File: src/sv/bcomp_pkg.sv
// shared types and constants for the barometric compensation block
`timescale 1ns / 1ps
`default_nettype none

package bcomp_pkg;

    localparam int DATA_W        = 64;
    localparam int ADDR_W        = 5;
    localparam int NUM_W         = 64;
    localparam int DEN_W         = 31;
    localparam int FRONT_STAGES  = 12;
    localparam int POST_STAGES   = 7;
    localparam int QUEUE_DEPTH_DEF = 4;

    localparam logic signed [26:0] TF_OFFSET   = 27'sd128000;
    localparam logic [20:0]        FULL_SCALE  = 21'h100000;
    localparam logic [11:0]        PRESS_SCALE = 12'd3125;
    localparam logic signed [63:0] DIV_BIAS    = 64'sh0000_8000_0000_0000;

    typedef enum logic [1:0] {
        REG_TEMP = 2'd0,
        REG_PLO  = 2'd1,
        REG_PHI  = 2'd2,
        REG_P9   = 2'd3
    } reg_idx_t;

    typedef struct packed {
        logic [15:0] t1;
        logic [15:0] t2;
        logic [15:0] t3;
        logic [15:0] p1;
        logic [15:0] p2;
        logic [15:0] p3;
        logic [15:0] p4;
        logic [15:0] p5;
        logic [15:0] p6;
        logic [15:0] p7;
        logic [15:0] p8;
        logic [15:0] p9;
    } coeff_t;

    typedef struct packed {
        logic [23:0]      temp;
        logic [NUM_W-1:0] nmag;
        logic [DEN_W-1:0] dmag;
        logic             qneg;
        logic             dz;
    } div_item_t;

    typedef struct packed {
        logic [23:0] temp;
        logic        qneg;
        logic        dz;
    } side_t;

endpackage

`default_nettype wire

File: src/sv/bcomp_regs.sv
// calibration registers behind the apb configuration port
`timescale 1ns / 1ps
`default_nettype none

module bcomp_regs (
    input  wire logic                         clk,
    input  wire logic                         rst_n,
    input  wire logic                         psel,
    input  wire logic                         penable,
    input  wire logic                         pwrite,
    input  wire logic [bcomp_pkg::ADDR_W-1:0] paddr,
    input  wire logic [bcomp_pkg::DATA_W-1:0] pwdata,
    output logic      [bcomp_pkg::DATA_W-1:0] prdata,
    output logic                              pready,
    output bcomp_pkg::coeff_t                 coeff
);

    logic [47:0] temp_reg;
    logic [63:0] plo_reg;
    logic [63:0] phi_reg;
    logic [15:0] p9_reg;
    logic        wr_en;
    bcomp_pkg::reg_idx_t idx;

    assign pready = 1'b1;
    assign wr_en  = psel && penable && pwrite;
    assign idx    = bcomp_pkg::reg_idx_t'(paddr[4:3]);

    always_ff @(posedge clk or negedge rst_n)
    begin
        if (!rst_n)
        begin
            temp_reg <= '0;
            plo_reg  <= '0;
            phi_reg  <= '0;
            p9_reg   <= '0;
        end
        else if (wr_en)
        begin
            unique case (idx)
                bcomp_pkg::REG_TEMP: temp_reg <= pwdata[47:0];
                bcomp_pkg::REG_PLO:  plo_reg  <= pwdata;
                bcomp_pkg::REG_PHI:  phi_reg  <= pwdata;
                bcomp_pkg::REG_P9:   p9_reg   <= pwdata[15:0];
                default:             p9_reg   <= p9_reg;
            endcase
        end
    end

    always_comb
    begin
        unique case (idx)
            bcomp_pkg::REG_TEMP: prdata = {16'b0, temp_reg};
            bcomp_pkg::REG_PLO:  prdata = plo_reg;
            bcomp_pkg::REG_PHI:  prdata = phi_reg;
            bcomp_pkg::REG_P9:   prdata = {48'b0, p9_reg};
            default:             prdata = '0;
        endcase
    end

    assign coeff.t1 = temp_reg[15:0];
    assign coeff.t2 = temp_reg[31:16];
    assign coeff.t3 = temp_reg[47:32];
    assign coeff.p1 = plo_reg[15:0];
    assign coeff.p2 = plo_reg[31:16];
    assign coeff.p3 = plo_reg[47:32];
    assign coeff.p4 = plo_reg[63:48];
    assign coeff.p5 = phi_reg[15:0];
    assign coeff.p6 = phi_reg[31:16];
    assign coeff.p7 = phi_reg[47:32];
    assign coeff.p8 = phi_reg[63:48];
    assign coeff.p9 = p9_reg;

endmodule

`default_nettype wire

File: config.mk
export PLATFORM = sky130hd
export DESIGN_NAME = bcomp_regs
export DESIGN_NICKNAME = d
export VERILOG_FILES = /design/src/sv/bcomp_pkg.sv /design/src/sv/bcomp_regs.sv
export SDC_FILE = /design/constraint.sdc
export NUM_CORES = 1
export LEC_CHECK = 0
export BUFFER_PORTS_ARGS = -buffer_cell sky130_fd_sc_hd__buf_2
export CAP_MARGIN = 20
export CORE_MARGIN = 5
export CORE_UTILIZATION = 55
export CTS_BUF_LIST = sky130_fd_sc_hd__clkbuf_4 sky130_fd_sc_hd__clkbuf_8
export CTS_CLUSTER_SIZE = 16
export DETAILED_ROUTE_END_ITERATION = 10
export PLACE_DENSITY = 0.88
export REMOVE_ABC_BUFFERS = 1
export SYNTH_ARGS = -nofsm -noshare
export SYNTH_HDL_FRONTEND = slang
export SYNTH_SLANG_ARGS = --single-unit
File: constraint.sdc
create_clock -name clk -period 2.27 [get_ports clk]
set_input_delay 0.1135 -clock clk [delete_from_list [all_inputs] [get_ports clk]]
set_output_delay 0.1135 -clock clk [all_outputs]
set_load 0.02 [all_outputs]
==> summary.txt <==
STA
  – Minimum clock period: 1.66 ns
  – Slew Viols, Final: 0
  – Fmax: 604 MHz
  – Final hold slack: 0.142 ns
  – Fin Clk Skew: 0 ns
  – Final setup vio count: 0
  – Relative slew slack: 42.5%
  – Setup TNS: 0 ns
  – Slew at the pin closest to its max-slew limit: 0.862 ns
  – RSZ-0062 raised after global routing: false
  – Final Cycle Share: 72.9%
  – Final Hold Viols: 0

Yosys
  – Synth warn: 0
  – Mapped cell area: 8590 sq um
  – Synthesized flop and latch total: 192
  – Most frequent cell after synthesis: dfrtp_1
  – Largest area contributor in the netlist: dfrtp_1
  – Synthesized instance count: 561
  – Top post-synthesis cells by count: dfrtp_1 (192), mux2_2 (132), mux2_4 (60)
  – Primary FF master, synth: dfrtp_1
  – Synth top area cells: dfrtp_1 (56%), mux2_2 (17%), mux2_4 (10%)
  – FFs w/ async S/R, synth: 100%
  – Syn Area/Cell: 15.3 sq um
  – Yosys cell types: 22
  – Sequential share of the synthesized area: 55.9%
  – Number of synthesized flops with an enable pin: 0
  – Share of the synthesized area in the top cell type: 55.9%

Detailed routing
  – Residual DRC: 0
  – Total Wirelength: 25.7 mm
  – Via count: 6505
  – Vias per Instance: 5.55
  – Initial detailed-routing violation count: 252
  – Pre-Repair DR Iteration Count: 4
  – WL/cell: 21.9 microns
  – Post-route ant nets: 0

Critical path
  – Largest delay contributor family on the critical path: multiplexers
  – RR Startpoint: phi_reg[32]$_DFFE_PN0P_
  – Critical Path, Cell by Cell: mux4_2 > buf_2
  – CP startpoint kind: flop
  – FF-to-FF End: phi_reg[32]$_DFFE_PN0P_
  – CP bufs+invs: 1
  – Reg2reg setup slack: 1.41 ns
  – Crit path required time: 2.16 ns
  – Worst Setup Path Type: reg2out
  – Critical Path Fanout Max: 3
  – Worst reg-to-reg path cell count: 1
  – Slowest CP cell: mux4_2
  – Worst Setup End Kind: output pin
  – CP Data Arrival Time: 1.54 ns
  – CP peak stage delay: 0.49 ns

Clock network
  – Clk root buf: clkbuf_8
  – CTS sink count: 192
  – Reg clk slew, reported paths: 0.09 ns
  – Worst-Skew Late Latency: 0.45 ns
  – Clock buffer count from CTS: 17
  – Post-CTS setup buffer count: 0
  – Clock Path Buffers: 2
  – Htree depth: 4
  – CTS tree: built

Place
  – I/O Buffers: 326
  – Placed Area: 10500 sq um
  – Placed Cells: 1074
  – GP Congestion: 0.811
  – DPL Wire Length: 16.9 mm

Floorplan
  – Initial Utilization: 56.3%
  – Placeable core region: 15300 sq um
  – Die H: 135 microns
  – Die area: 18200 sq um
  – # rows: 45
  – I/O pins: 331
  – Die width: 135 microns

Min path
  – Worst hold path type: in2async

Cells and area
  – Fillers: 878
  – # nets final: 1021
  – Layout cells sized above 1: 61.0%
  – Finished Cell Area: 11500 sq um
  – P&R area growth vs syn: 34.3%
  – Utilization after layout: 75.6%
  – Sequential Area: 4800 sq um
  – Area of the multi-input gates: 3560 sq um
  – Non-filler cells, final: 1172

GRT
  – Largest net degree at the start of global routing: 64
  – Grt total ovfl: 0
  – Gr usage total: 28.1%
  – First-pass GRT wire length: 39.5 mm
  – Initial antenna violation count: 2
  – Vias in the first global route: 7118

Pwr
  – Pwr/cell area: 995 nW/um^2
  – Leakage: 5.92 nW
  – Worst VDD drop: 0.618 mV

Status
  – Status: complete, no violations

Run
  – MaxCap Viol Count: 0
[layout by cell type, fill, tap and decap left out]
cell           Yosys  final
buf_2             20    324
dfrtp_1          192    192
mux2_2           132    132
dlygate4sd3_1      0     65
mux2_4            60     60
mux2i_1           32     32
nand2_1           32     32
o21ai_0           32     32
clkbuf_8           0     18
mux4_2            16     16
a22o_1            16     16
buf_4              5     10
buf_12             0      6
bufinv_16          0      3
clkinv_2           0      3
inv_6              0      3
clkbuf_4           0      2
clkinv_4           0      2
diode_2            0      1
nor2b_4            0      1
inv_2              1      1
nor2_1             1      1
nand3_1            1      1
nor3_2             0      1
or3_4              0      1
nand4_1            1      1
nor2_4             0      1
or2_1              1      1
conb_1             1      1
clkinvlp_4         0      1
buf_6              7      1
[worst max path at each step]
stage	startpoint	endpoint	slack (ns)	cells after the start
CTS	p9_reg[13]$_DFFE_PN0P_	prdata[13]	0.58	2
global placement	paddr[4]	p9_reg[9]$_DFFE_PN0P_	0.61	4
floorplan	paddr[4]	temp_reg[0]$_DFFE_PN0P_	-1.82	2
detailed placement	paddr[4]	p9_reg[1]$_DFFE_PN0P_	0.59	4
finish	p9_reg[13]$_DFFE_PN0P_	prdata[13]	0.61	2
global route	p9_reg[13]$_DFFE_PN0P_	prdata[13]	0.56	2
[report_power, final]
group	switching [mW]	internal, mW
registers	0.738	4.22
clock network	1.23	1.15
logic	2.35	1.78
total	4.32	7.15
[layer usage]
metal	track usage (%)	vias up	routed length (microns)
met3	6.56	66	1870
met2	48.2	343	13000
li1	-	2808	-
met5	0	-	11
met1	34.3	3286	9950
met4	11.5	2	820
[metrics by stage]
stage | worst slack, ns | power (mW)
finish | 0.615 | 11.5
global route | 0.561 | 12.0
floorplan | -1.82 | 7.31
CTS | 0.583 | 11.4
detailed placement | 0.592 | 8.99
global placement | 0.612 | 8.85
[logic make-up (layout without fill, tap and decap cells)]
kind of cell / Yosys count / in the layout / share of synthesized area (%)
other: 1 / 2 / 0.0437
multiplexers: 240 / 240 / 35.7
flip-flops: 192 / 192 / 55.9
AO/OA/AOI/OAI: 48 / 48 / 3.50
AND/OR/NAND/NOR: 40 / 40 / 1.92
buffers and inverters: 40 / 439 / 2.87
[final cells by class]
| type | count | area share, % |
|---|---|---|
| antenna | 1 | 0.0217 |
| timing repair buffer | 406 | 21.5 |
| clock inverter | 12 | 1.36 |
| multi-input combinational | 329 | 30.9 |
| clock buffer | 20 | 2.28 |
| inverter | 1 | 0.0325 |
| tap | 211 | 2.29 |
| sequential | 192 | 41.7 |
[repair_timing]
item	4_1_cts	5_1_grt
endpoints found under the hold margin	307	0
hold buffers	65	0
gates resized for setup	0	0
Power figures use the tool's default switching activity.
