$ cat src/sv/bcomp_pkg.sv
// shared types and constants for the barometric compensation block
`timescale 1ns / 1ps
`default_nettype none

package bcomp_pkg;

    localparam int DATA_W        = 64;
    localparam int ADDR_W        = 5;
    localparam int NUM_W         = 64;
    localparam int DEN_W         = 31;
    localparam int FRONT_STAGES  = 12;
    localparam int POST_STAGES   = 7;
    localparam int QUEUE_DEPTH_DEF = 4;

    localparam logic signed [26:0] TF_OFFSET   = 27'sd128000;
    localparam logic [20:0]        FULL_SCALE  = 21'h100000;
    localparam logic [11:0]        PRESS_SCALE = 12'd3125;
    localparam logic signed [63:0] DIV_BIAS    = 64'sh0000_8000_0000_0000;

    typedef enum logic [1:0] {
        REG_TEMP = 2'd0,
        REG_PLO  = 2'd1,
        REG_PHI  = 2'd2,
        REG_P9   = 2'd3
    } reg_idx_t;

    typedef struct packed {
        logic [15:0] t1;
        logic [15:0] t2;
        logic [15:0] t3;
        logic [15:0] p1;
        logic [15:0] p2;
        logic [15:0] p3;
        logic [15:0] p4;
        logic [15:0] p5;
        logic [15:0] p6;
        logic [15:0] p7;
        logic [15:0] p8;
        logic [15:0] p9;
    } coeff_t;

    typedef struct packed {
        logic [23:0]      temp;
        logic [NUM_W-1:0] nmag;
        logic [DEN_W-1:0] dmag;
        logic             qneg;
        logic             dz;
    } div_item_t;

    typedef struct packed {
        logic [23:0] temp;
        logic        qneg;
        logic        dz;
    } side_t;

endpackage

`default_nettype wire

$ cat src/sv/bcomp_fifo.sv
// short request queue between the front and back pipelines
`timescale 1ns / 1ps
`default_nettype none

module bcomp_fifo #(
    parameter int DEPTH = bcomp_pkg::QUEUE_DEPTH_DEF
) (
    input  wire logic                 clk,
    input  wire logic                 rst_n,
    input  wire logic                 push,
    input  wire bcomp_pkg::div_item_t wdata,
    input  wire logic                 pop,
    output bcomp_pkg::div_item_t      rdata,
    output logic                      full,
    output logic                      empty
);

    localparam int PTR_W = $clog2(DEPTH);
    localparam int CNT_W = $clog2(DEPTH + 1);
    localparam logic [PTR_W-1:0] LAST = PTR_W'(DEPTH - 1);
    localparam logic [CNT_W-1:0] CNT_FULL = CNT_W'(DEPTH);

    bcomp_pkg::div_item_t mem_reg [DEPTH];
    logic [PTR_W-1:0] wr_ptr_reg;
    logic [PTR_W-1:0] rd_ptr_reg;
    logic [CNT_W-1:0] cnt_reg;
    logic             do_push;
    logic             do_pop;

    assign full    = (cnt_reg == CNT_FULL);
    assign empty   = (cnt_reg == '0);
    assign do_push = push && !full;
    assign do_pop  = pop && !empty;
    assign rdata   = mem_reg[rd_ptr_reg];

    always_ff @(posedge clk or negedge rst_n)
    begin
        if (!rst_n)
        begin
            wr_ptr_reg <= '0;
            rd_ptr_reg <= '0;
            cnt_reg    <= '0;
        end
        else
        begin
            if (do_push)
            begin
                wr_ptr_reg <= (wr_ptr_reg == LAST) ? '0 : wr_ptr_reg + 1'b1;
            end
            if (do_pop)
            begin
                rd_ptr_reg <= (rd_ptr_reg == LAST) ? '0 : rd_ptr_reg + 1'b1;
            end
            if (do_push && !do_pop)
            begin
                cnt_reg <= cnt_reg + 1'b1;
            end
            else if (do_pop && !do_push)
            begin
                cnt_reg <= cnt_reg - 1'b1;
            end
        end
    end

    always_ff @(posedge clk)
    begin
        if (do_push)
        begin
            mem_reg[wr_ptr_reg] <= wdata;
        end
    end

    a_no_overflow: assert property (@(posedge clk) disable iff (!rst_n)
        !(push && full))
        else $error("request pushed into full queue");

    a_cnt_range: assert property (@(posedge clk) disable iff (!rst_n)
        (pop && !push && cnt_reg == 1) |=> empty)
        else $error("queue count out of step with pointers");

endmodule

`default_nettype wire

$ cat config.mk
export PLATFORM = sky130hd
export DESIGN_NAME = bcomp_fifo
export DESIGN_NICKNAME = d
export VERILOG_FILES = /design/src/sv/bcomp_pkg.sv /design/src/sv/bcomp_fifo.sv
export SDC_FILE = /design/constraint.sdc
export NUM_CORES = 1
export LEC_CHECK = 0
export BUFFER_PORTS_ARGS = -buffer_cell sky130_fd_sc_hd__buf_2
export CAP_MARGIN = 40
export CORE_AREA = 2 2 215 175
export CTS_CLUSTER_SIZE = 10
export DETAILED_ROUTE_END_ITERATION = 16
export DIE_AREA = 0 0 217 177
export GPL_TIMING_DRIVEN = 1
export HOLD_SLACK_MARGIN = 0.06
export PLACE_DENSITY = 0.72
export SKIP_LAST_GASP = 1
export SLEW_MARGIN = 20
export SYNTH_ARGS = -nofsm -noshare
export SYNTH_HDL_FRONTEND = slang
export SYNTH_SLANG_ARGS = --single-unit
$ cat constraint.sdc
create_clock -name clk -period 7.79 [get_ports clk]
set_clock_uncertainty 0.15 [all_clocks]
set_input_delay 0.3895 -clock clk [delete_from_list [all_inputs] [get_ports clk]]
set_output_delay 0.3895 -clock clk [all_outputs]
set_load 0.05 [all_outputs]
==> impl_results.md, run 1 <==
- Outcome: finished, final reports clean
- Cell Rows: 63
- Layout cells sized above 1: 41.6%
- Synth async-reset ratio: 1.43%
- Routed len/inst: 22.0 um
- Syn Nets: 802
- Min Hold Slack: 259 ps
- Detailed Route Iter0 Violations: 671
- Area leader, netlist: edfxtp_1
- Startpoint types: flip-flop
- Primary FF master, synth: edfxtp_1
- Final slew viol count: 0
- Worst R2R End: mem_reg[1][111]
- Post-CTS sizing: 0
- LEAKAGE: 7.75 nW
- Drc violations: 0
- Maximum number of pins on one net before global-route repair: 50
- Die Area: 0.0384 mm2
- Count of cell types in the netlist: 21
- Via density: 5.37
- Synth area leaders: edfxtp_1 81%, mux4_2 15%, dfrtp_1 0.98%
- Nets: 1220
- RSZ-0062 raised after global routing: false
- Setup Buffers After CTS: 0
- Final setup violation count: 0
- Post-Syn Instances: 670
- Effective utilization at floorplan: 49.1%
- Worst slew margin: 48.4%
- Synth top area share: 81.2%
- Initial antenna violation count: 2
- Max incr delay on CP: 790 ps
- Number of global-route vias before repair: 9252
- Max reg flops: 484
- Synth Cell Area: 0.0179 mm2
- Detail Route Antenna Nets: 0
- # port buffers: 247
- Post-synth EDFFs: 484
- Clock latency on the worst-skew pair: 550 ps
- Most used cell, CP: buf_4
- Gp weighted congestion: 0.711
- Core area: 0.0364 mm2
- GRT overflow: 0
- Post-layout power: 9.49 mW
- CTS sink cnt: 491
- Min-delay src: push
- Min-Delay Path Class: in -> reg
- Routed WL: 34900 um
- Worst vdd ir: 252 uV
- CP arrival: 3520 ps
- Clock buffer depth: 3
- FF-to-FF Start: cnt_reg[2]
- R2R setup slack: 4750 ps
- WHS Endpoint: wr_ptr_reg[0]
- Hpwl dp: 20900 um
- CP required: 7250 ps
- Critical path class: reg -> out
- Post-synthesis sequential area ratio: 82.2%
- H-tree depth: 2
- R2R cell count: 6
- Fin crit share: 52.1%
- Total Routing Usage GR: 18.5%
- Worst-path cell chain: buf_4 > buf_4 > mux4_2 > buf_2
- Post-CTS Hold Buffers: 124
- Power per Cell Area: 420 mW/mm2
- Crit. End Element: primary output
- First drt pass iteration count: 4
- Die W: 217 um
- Setup TNS: 0 ps
- Min Tclk post-route: 4060 ps
- Root buffer cell: clkbuf_16
- Max-cap viol count: 0
- TritonCTS clock tree: done
- Routed vias: 8517
- Final-report hold violation count: 0
- First-pass GRT wire length: 53200 um
- Worst Tran Pin Value: 774 ps
- Hold path depth: 3
- CTS buffer count: 55
- Clock-pin slew on the worst setup and hold paths: 50 ps
- Ys Warns: 0
- Syn Area/Cell: 26.7 um2
- CP max FO: 35
- Achievable Freq: 246 MHz
- CP max stage cell: dfrtp_4
- Chip Height: 177 um
- I/O Pins: 248
- Syn-to-layout area delta: 26.1%
- Post-synthesis register bit count: 491
## cell usage after synthesis (2+ instances only)
cell type	n
and2_1	3
buf_2	14
buf_6	9
clkbuf_1	4
dfrtp_1	7
edfxtp_1	484
ha_1	6
inv_1	3
mux2_2	4
mux4_2	121
nor2_1	3
nor3_1	2
xor2_1	2
## report_power, final
part | leakage [nW] | total [mW] | internal [mW] | switching (mW)
logic | 2.52 | 3.64 | 1.11 | 2.52
registers | 4.51 | 3.68 | 3.49 | 0.189
clock network | 0.715 | 2.17 | 1.29 | 0.885
total | 7.75 | 9.49 | 5.89 | 3.60
## area by class of cell
cell class | count | area [um2]
antenna | 2 | 5.00
clock buffer | 64 | 1450
clock inverter | 1 | 8.76
fill | 2482 | 13900
inverter | 3 | 11.3
multi-input combinational | 148 | 2990
sequential | 491 | 14700
tap | 487 | 609
timing repair buffer | 389 | 2770
## how the worst max path moves through the flow
stage | slack [ps] | startpoint | cells after the start | end
after global placement | 4180 | rd_ptr_reg[0] | 4 | rdata[84]
after global routing | 3390 | rd_ptr_reg[0] | 4 | rdata[28]
after floorplan | 1280 | cnt_reg[2] | 2 | mem_reg[3][0]
after detailed placement | 4170 | rd_ptr_reg[0] | 4 | rdata[23]
final | 3730 | rd_ptr_reg[0] | 4 | rdata[23]
after CTS | 3540 | rd_ptr_reg[0] | 4 | rdata[23]
## critical path, delay by kind of cell (launching register included)
family                 cells  cell delay, ps
buffers and inverters      3            1510
DFF                        1             790
muxes                      1             600
## kinds of logic (layout without fill, tap and decap cells)
| kind of cell | after synthesis | count (layout) | synth area share [%] |
|---|---|---|---|
| buffers and inverters | 31 | 457 | 1.15 |
| AOI/OAI and AO/OA | 2 | 2 | 0.112 |
| other | 0 | 2 | 0 |
| adders and majority gates | 7 | 7 | 0.532 |
| muxes | 125 | 125 | 15.5 |
| xor gates and xnor gates | 3 | 3 | 0.147 |
| and+or+nand+nor | 11 | 11 | 0.350 |
| DFF | 491 | 491 | 82.2 |
## cells in the final DEF (no fill, tap or decap), types with 2 or more instances in the layout
cell type      netlist  routed
edfxtp_1           484     484
buf_2               14     247
dlygate4sd3_1        0     124
mux4_2             121     121
clkbuf_16            0      57
buf_4                1      10
clkbuf_1             4       7
buf_16               0       7
ha_1                 6       6
dfrtp_1              7       5
mux2_2               4       4
inv_1                3       3
and2_4               0       3
diode_2              0       2
nor3_1               2       2
nor2_1               3       2
xor2_1               2       2
dfrtp_4              0       2
## layer usage
layer	GRT usage, %	routed length [um]
met5	0	0
met4	4.51	525
met3	5.24	2520
met2	29.7	17200
met1	25.4	14700
## per-stage QoR
step                cell area (um2)  setup slack, ps  utilization [%]  instances
floorplan                     17900             1280                -        670
global placement              19600             4180             53.9       1386
detailed placement            19900             4170             54.5       1394
CTS                           22600             3540             61.9       1583
global route                  22600             3390             61.9       1583
finish                        22600             3730             61.9       1585
(Power assumes the default switching activity.)
==> run 2: changes to the inputs <==
--- a/config.mk
+++ b/config.mk
@@ -13,7 +13,7 @@
 export DIE_AREA = 0 0 217 177
 export GPL_TIMING_DRIVEN = 1
 export HOLD_SLACK_MARGIN = 0.06
-export PLACE_DENSITY = 0.72
+export PLACE_DENSITY = 0.75
 export SKIP_LAST_GASP = 1
 export SLEW_MARGIN = 20
 export SYNTH_ARGS = -nofsm -noshare
==> constraint.sdc (replaced) <==
create_clock -name clk -period 3.6 [get_ports clk]
set_clock_uncertainty 0.15 [all_clocks]
set_input_delay 0.18 -clock clk [delete_from_list [all_inputs] [get_ports clk]]
set_output_delay 0.18 -clock clk [all_outputs]
set_load 0.05 [all_outputs]
==> run 2 against run 1 <==
Clock-buffer cell count up 1. Final area down 0.12%. Final cell count about the same. Routed wire length up 3.2%. Non-clock buffer count down 1. Setup slack worse by 3000 ps. Combinational power up 120%. First-iteration DRC count up 15%. Power up 120%.
==> impl_results.md, run 2 (synthesis results as in run 1) <==
- TritonCTS clock tree: done
- CTS sink cnt: 491
- CP max FO: 41
- CP Buf/Inv Count: 2
- Max reg flops: 484
- Min Tclk post-route: 2910 ps
- Cell Rows: 63
- Max incr delay on CP: 760 ps
- Drc violations: 0
- Post-route insts no fill: 1586
- First drt pass iteration count: 5
- Worst-path cell chain: buf_12 > mux4_2 > buf_2
- Achievable Freq: 344 MHz
- Startpoint types: flip-flop
- First-pass GRT wire length: 53700 um
- Worst path depth: 3
- CTS buffer count: 55
- Fillers: 2434
- GRT busiest layer: met2
- GRT overflow: 0
- Root buffer cell: clkbuf_16
- Final slew viol count: 0
- LEAKAGE: 7.72 nW
- Hpwl dp: 20600 um
- Antenna Cells: 0
- GR Util met2: 32.2%
- Routed len/inst: 22.7 um
- Crit. End Element: primary output
- Setup TNS: 0 ps
- RSZ-0062 raised after global routing: false
- Final-report hold violation count: 0
- CP max stage cell: dfrtp_4
- Delay-heaviest family, CP: flip-flops
- Post-layout power: 20.6 mW
- Most frequent cells in the layout: 484 x edfxtp_1, 247 x buf_2, 125 x dlygate4sd3_1
- I/O Pins: 248
- Detailed Route Iter0 Violations: 770
- Worst vdd ir: 609 uV
- CP arrival: 2580 ps
- Routed vias: 8584
- Syn-to-layout area delta: 25.9%
- Max-cap viol count: 0
- Fin crit share: 80.8%
- Post-CTS Hold Buffers: 125
- Gp weighted congestion: 0.712
- H-tree depth: 2
- Chip Height: 177 um
- Fin worst setup slack: 689 ps
- Outcome: finished, final reports clean
- Register area: 0.0147 mm2
- Min-Delay Path Class: in -> reg
- Clock latency on the worst-skew pair: 560 ps
- Core area: 0.0364 mm2
- Initial antenna violation count: 1
- Via density: 5.41
- Die W: 217 um
- R2R cell count: 4
- Final setup violation count: 0
- Number of global-route vias before repair: 9354
- Multi-input logic area: 0.00299 mm2
- Clock-pin slew on the worst setup and hold paths: 50 ps
- Clock buffer depth: 3
- Met3 Use GR: 4.85%
- CP required: 3270 ps
- Routed WL: 36000 um
- Die Area: 0.0384 mm2
- Post-CTS sizing: 0
- # port buffers: 247
- Detail Route Antenna Nets: 0
- Critical path class: reg -> out
- Total Routing Usage GR: 18.8%
- Power per Cell Area: 913 mW/mm2
- Inst Count DP: 1392
- Maximum number of pins on one net before global-route repair: 86
- Dpl ws: 1090 ps
- Worst Tran Pin Value: 672 ps
- Worst slew margin: 55.2%
- Layout cells sized above 1: 41.4%
- Met1 GRT Util: 24.4%
- Setup Buffers After CTS: 0
- Nets: 1219
- Hold path depth: 2
- Effective utilization at floorplan: 49.1%
- Most common cell after layout, fill and taps aside: edfxtp_1
## run 2: final timing paths
| path | from | to | slack (ps) |
|---|---|---|---|
| worst min register to register | cnt_reg[2] | cnt_reg[2] | 430 |
| min in group asynchronous | rst_n | cnt_reg[1] | 480 |
| worst max-delay path | rd_ptr_reg[0] | rdata[98] | 690 |
| worst min-delay path | wdata[96] | mem_reg[0][96] | 210 |
| worst max register to register | cnt_reg[2] | mem_reg[1][39] | 1100 |
| max in group asynchronous | rst_n | rd_ptr_reg[0] | 2510 |
## run 2: cell type report
| class | count | area share, % |
|---|---|---|
| inverters | 3 | 0.0500 |
| clock inverters | 4 | 0.161 |
| repair buffers | 388 | 12.1 |
| flip-flops and latches | 491 | 65.3 |
| well taps | 487 | 2.70 |
| clock buffers | 65 | 6.37 |
| multi-input cells | 148 | 13.3 |
## run 2: power breakdown
part / total, mW / internal (mW) / leakage [nW] / switching [mW]
registers: 8.00 / 7.55 / 4.51 / 0.456
logic: 7.86 / 2.40 / 2.50 / 5.46
clock network: 4.72 / 2.76 / 0.714 / 1.96
total: 20.6 / 12.7 / 7.72 / 7.87
## run 2: worst reg2reg max path, stage by stage, from the launching register on
cell and delay, ps:
dfrtp_1 430, nor3b_2 210, nor2b_1 370, and2_4 550, buf_12 400
## run 2: per-layer routing
metal	up-vias	routed length [um]
li1	3721	-
met3	56	2550
met5	-	13
met4	2	554
met1	4528	14700
met2	277	18200
## run 2: stage by stage
stage	instance area [um2]	utilization, %	hold slack [ps]
global route	22500	61.9	210
finish	22500	61.9	215
global placement	19800	54.4	-117
CTS	22500	61.9	182
floorplan	17900	-	-266
detailed placement	19800	54.4	-111
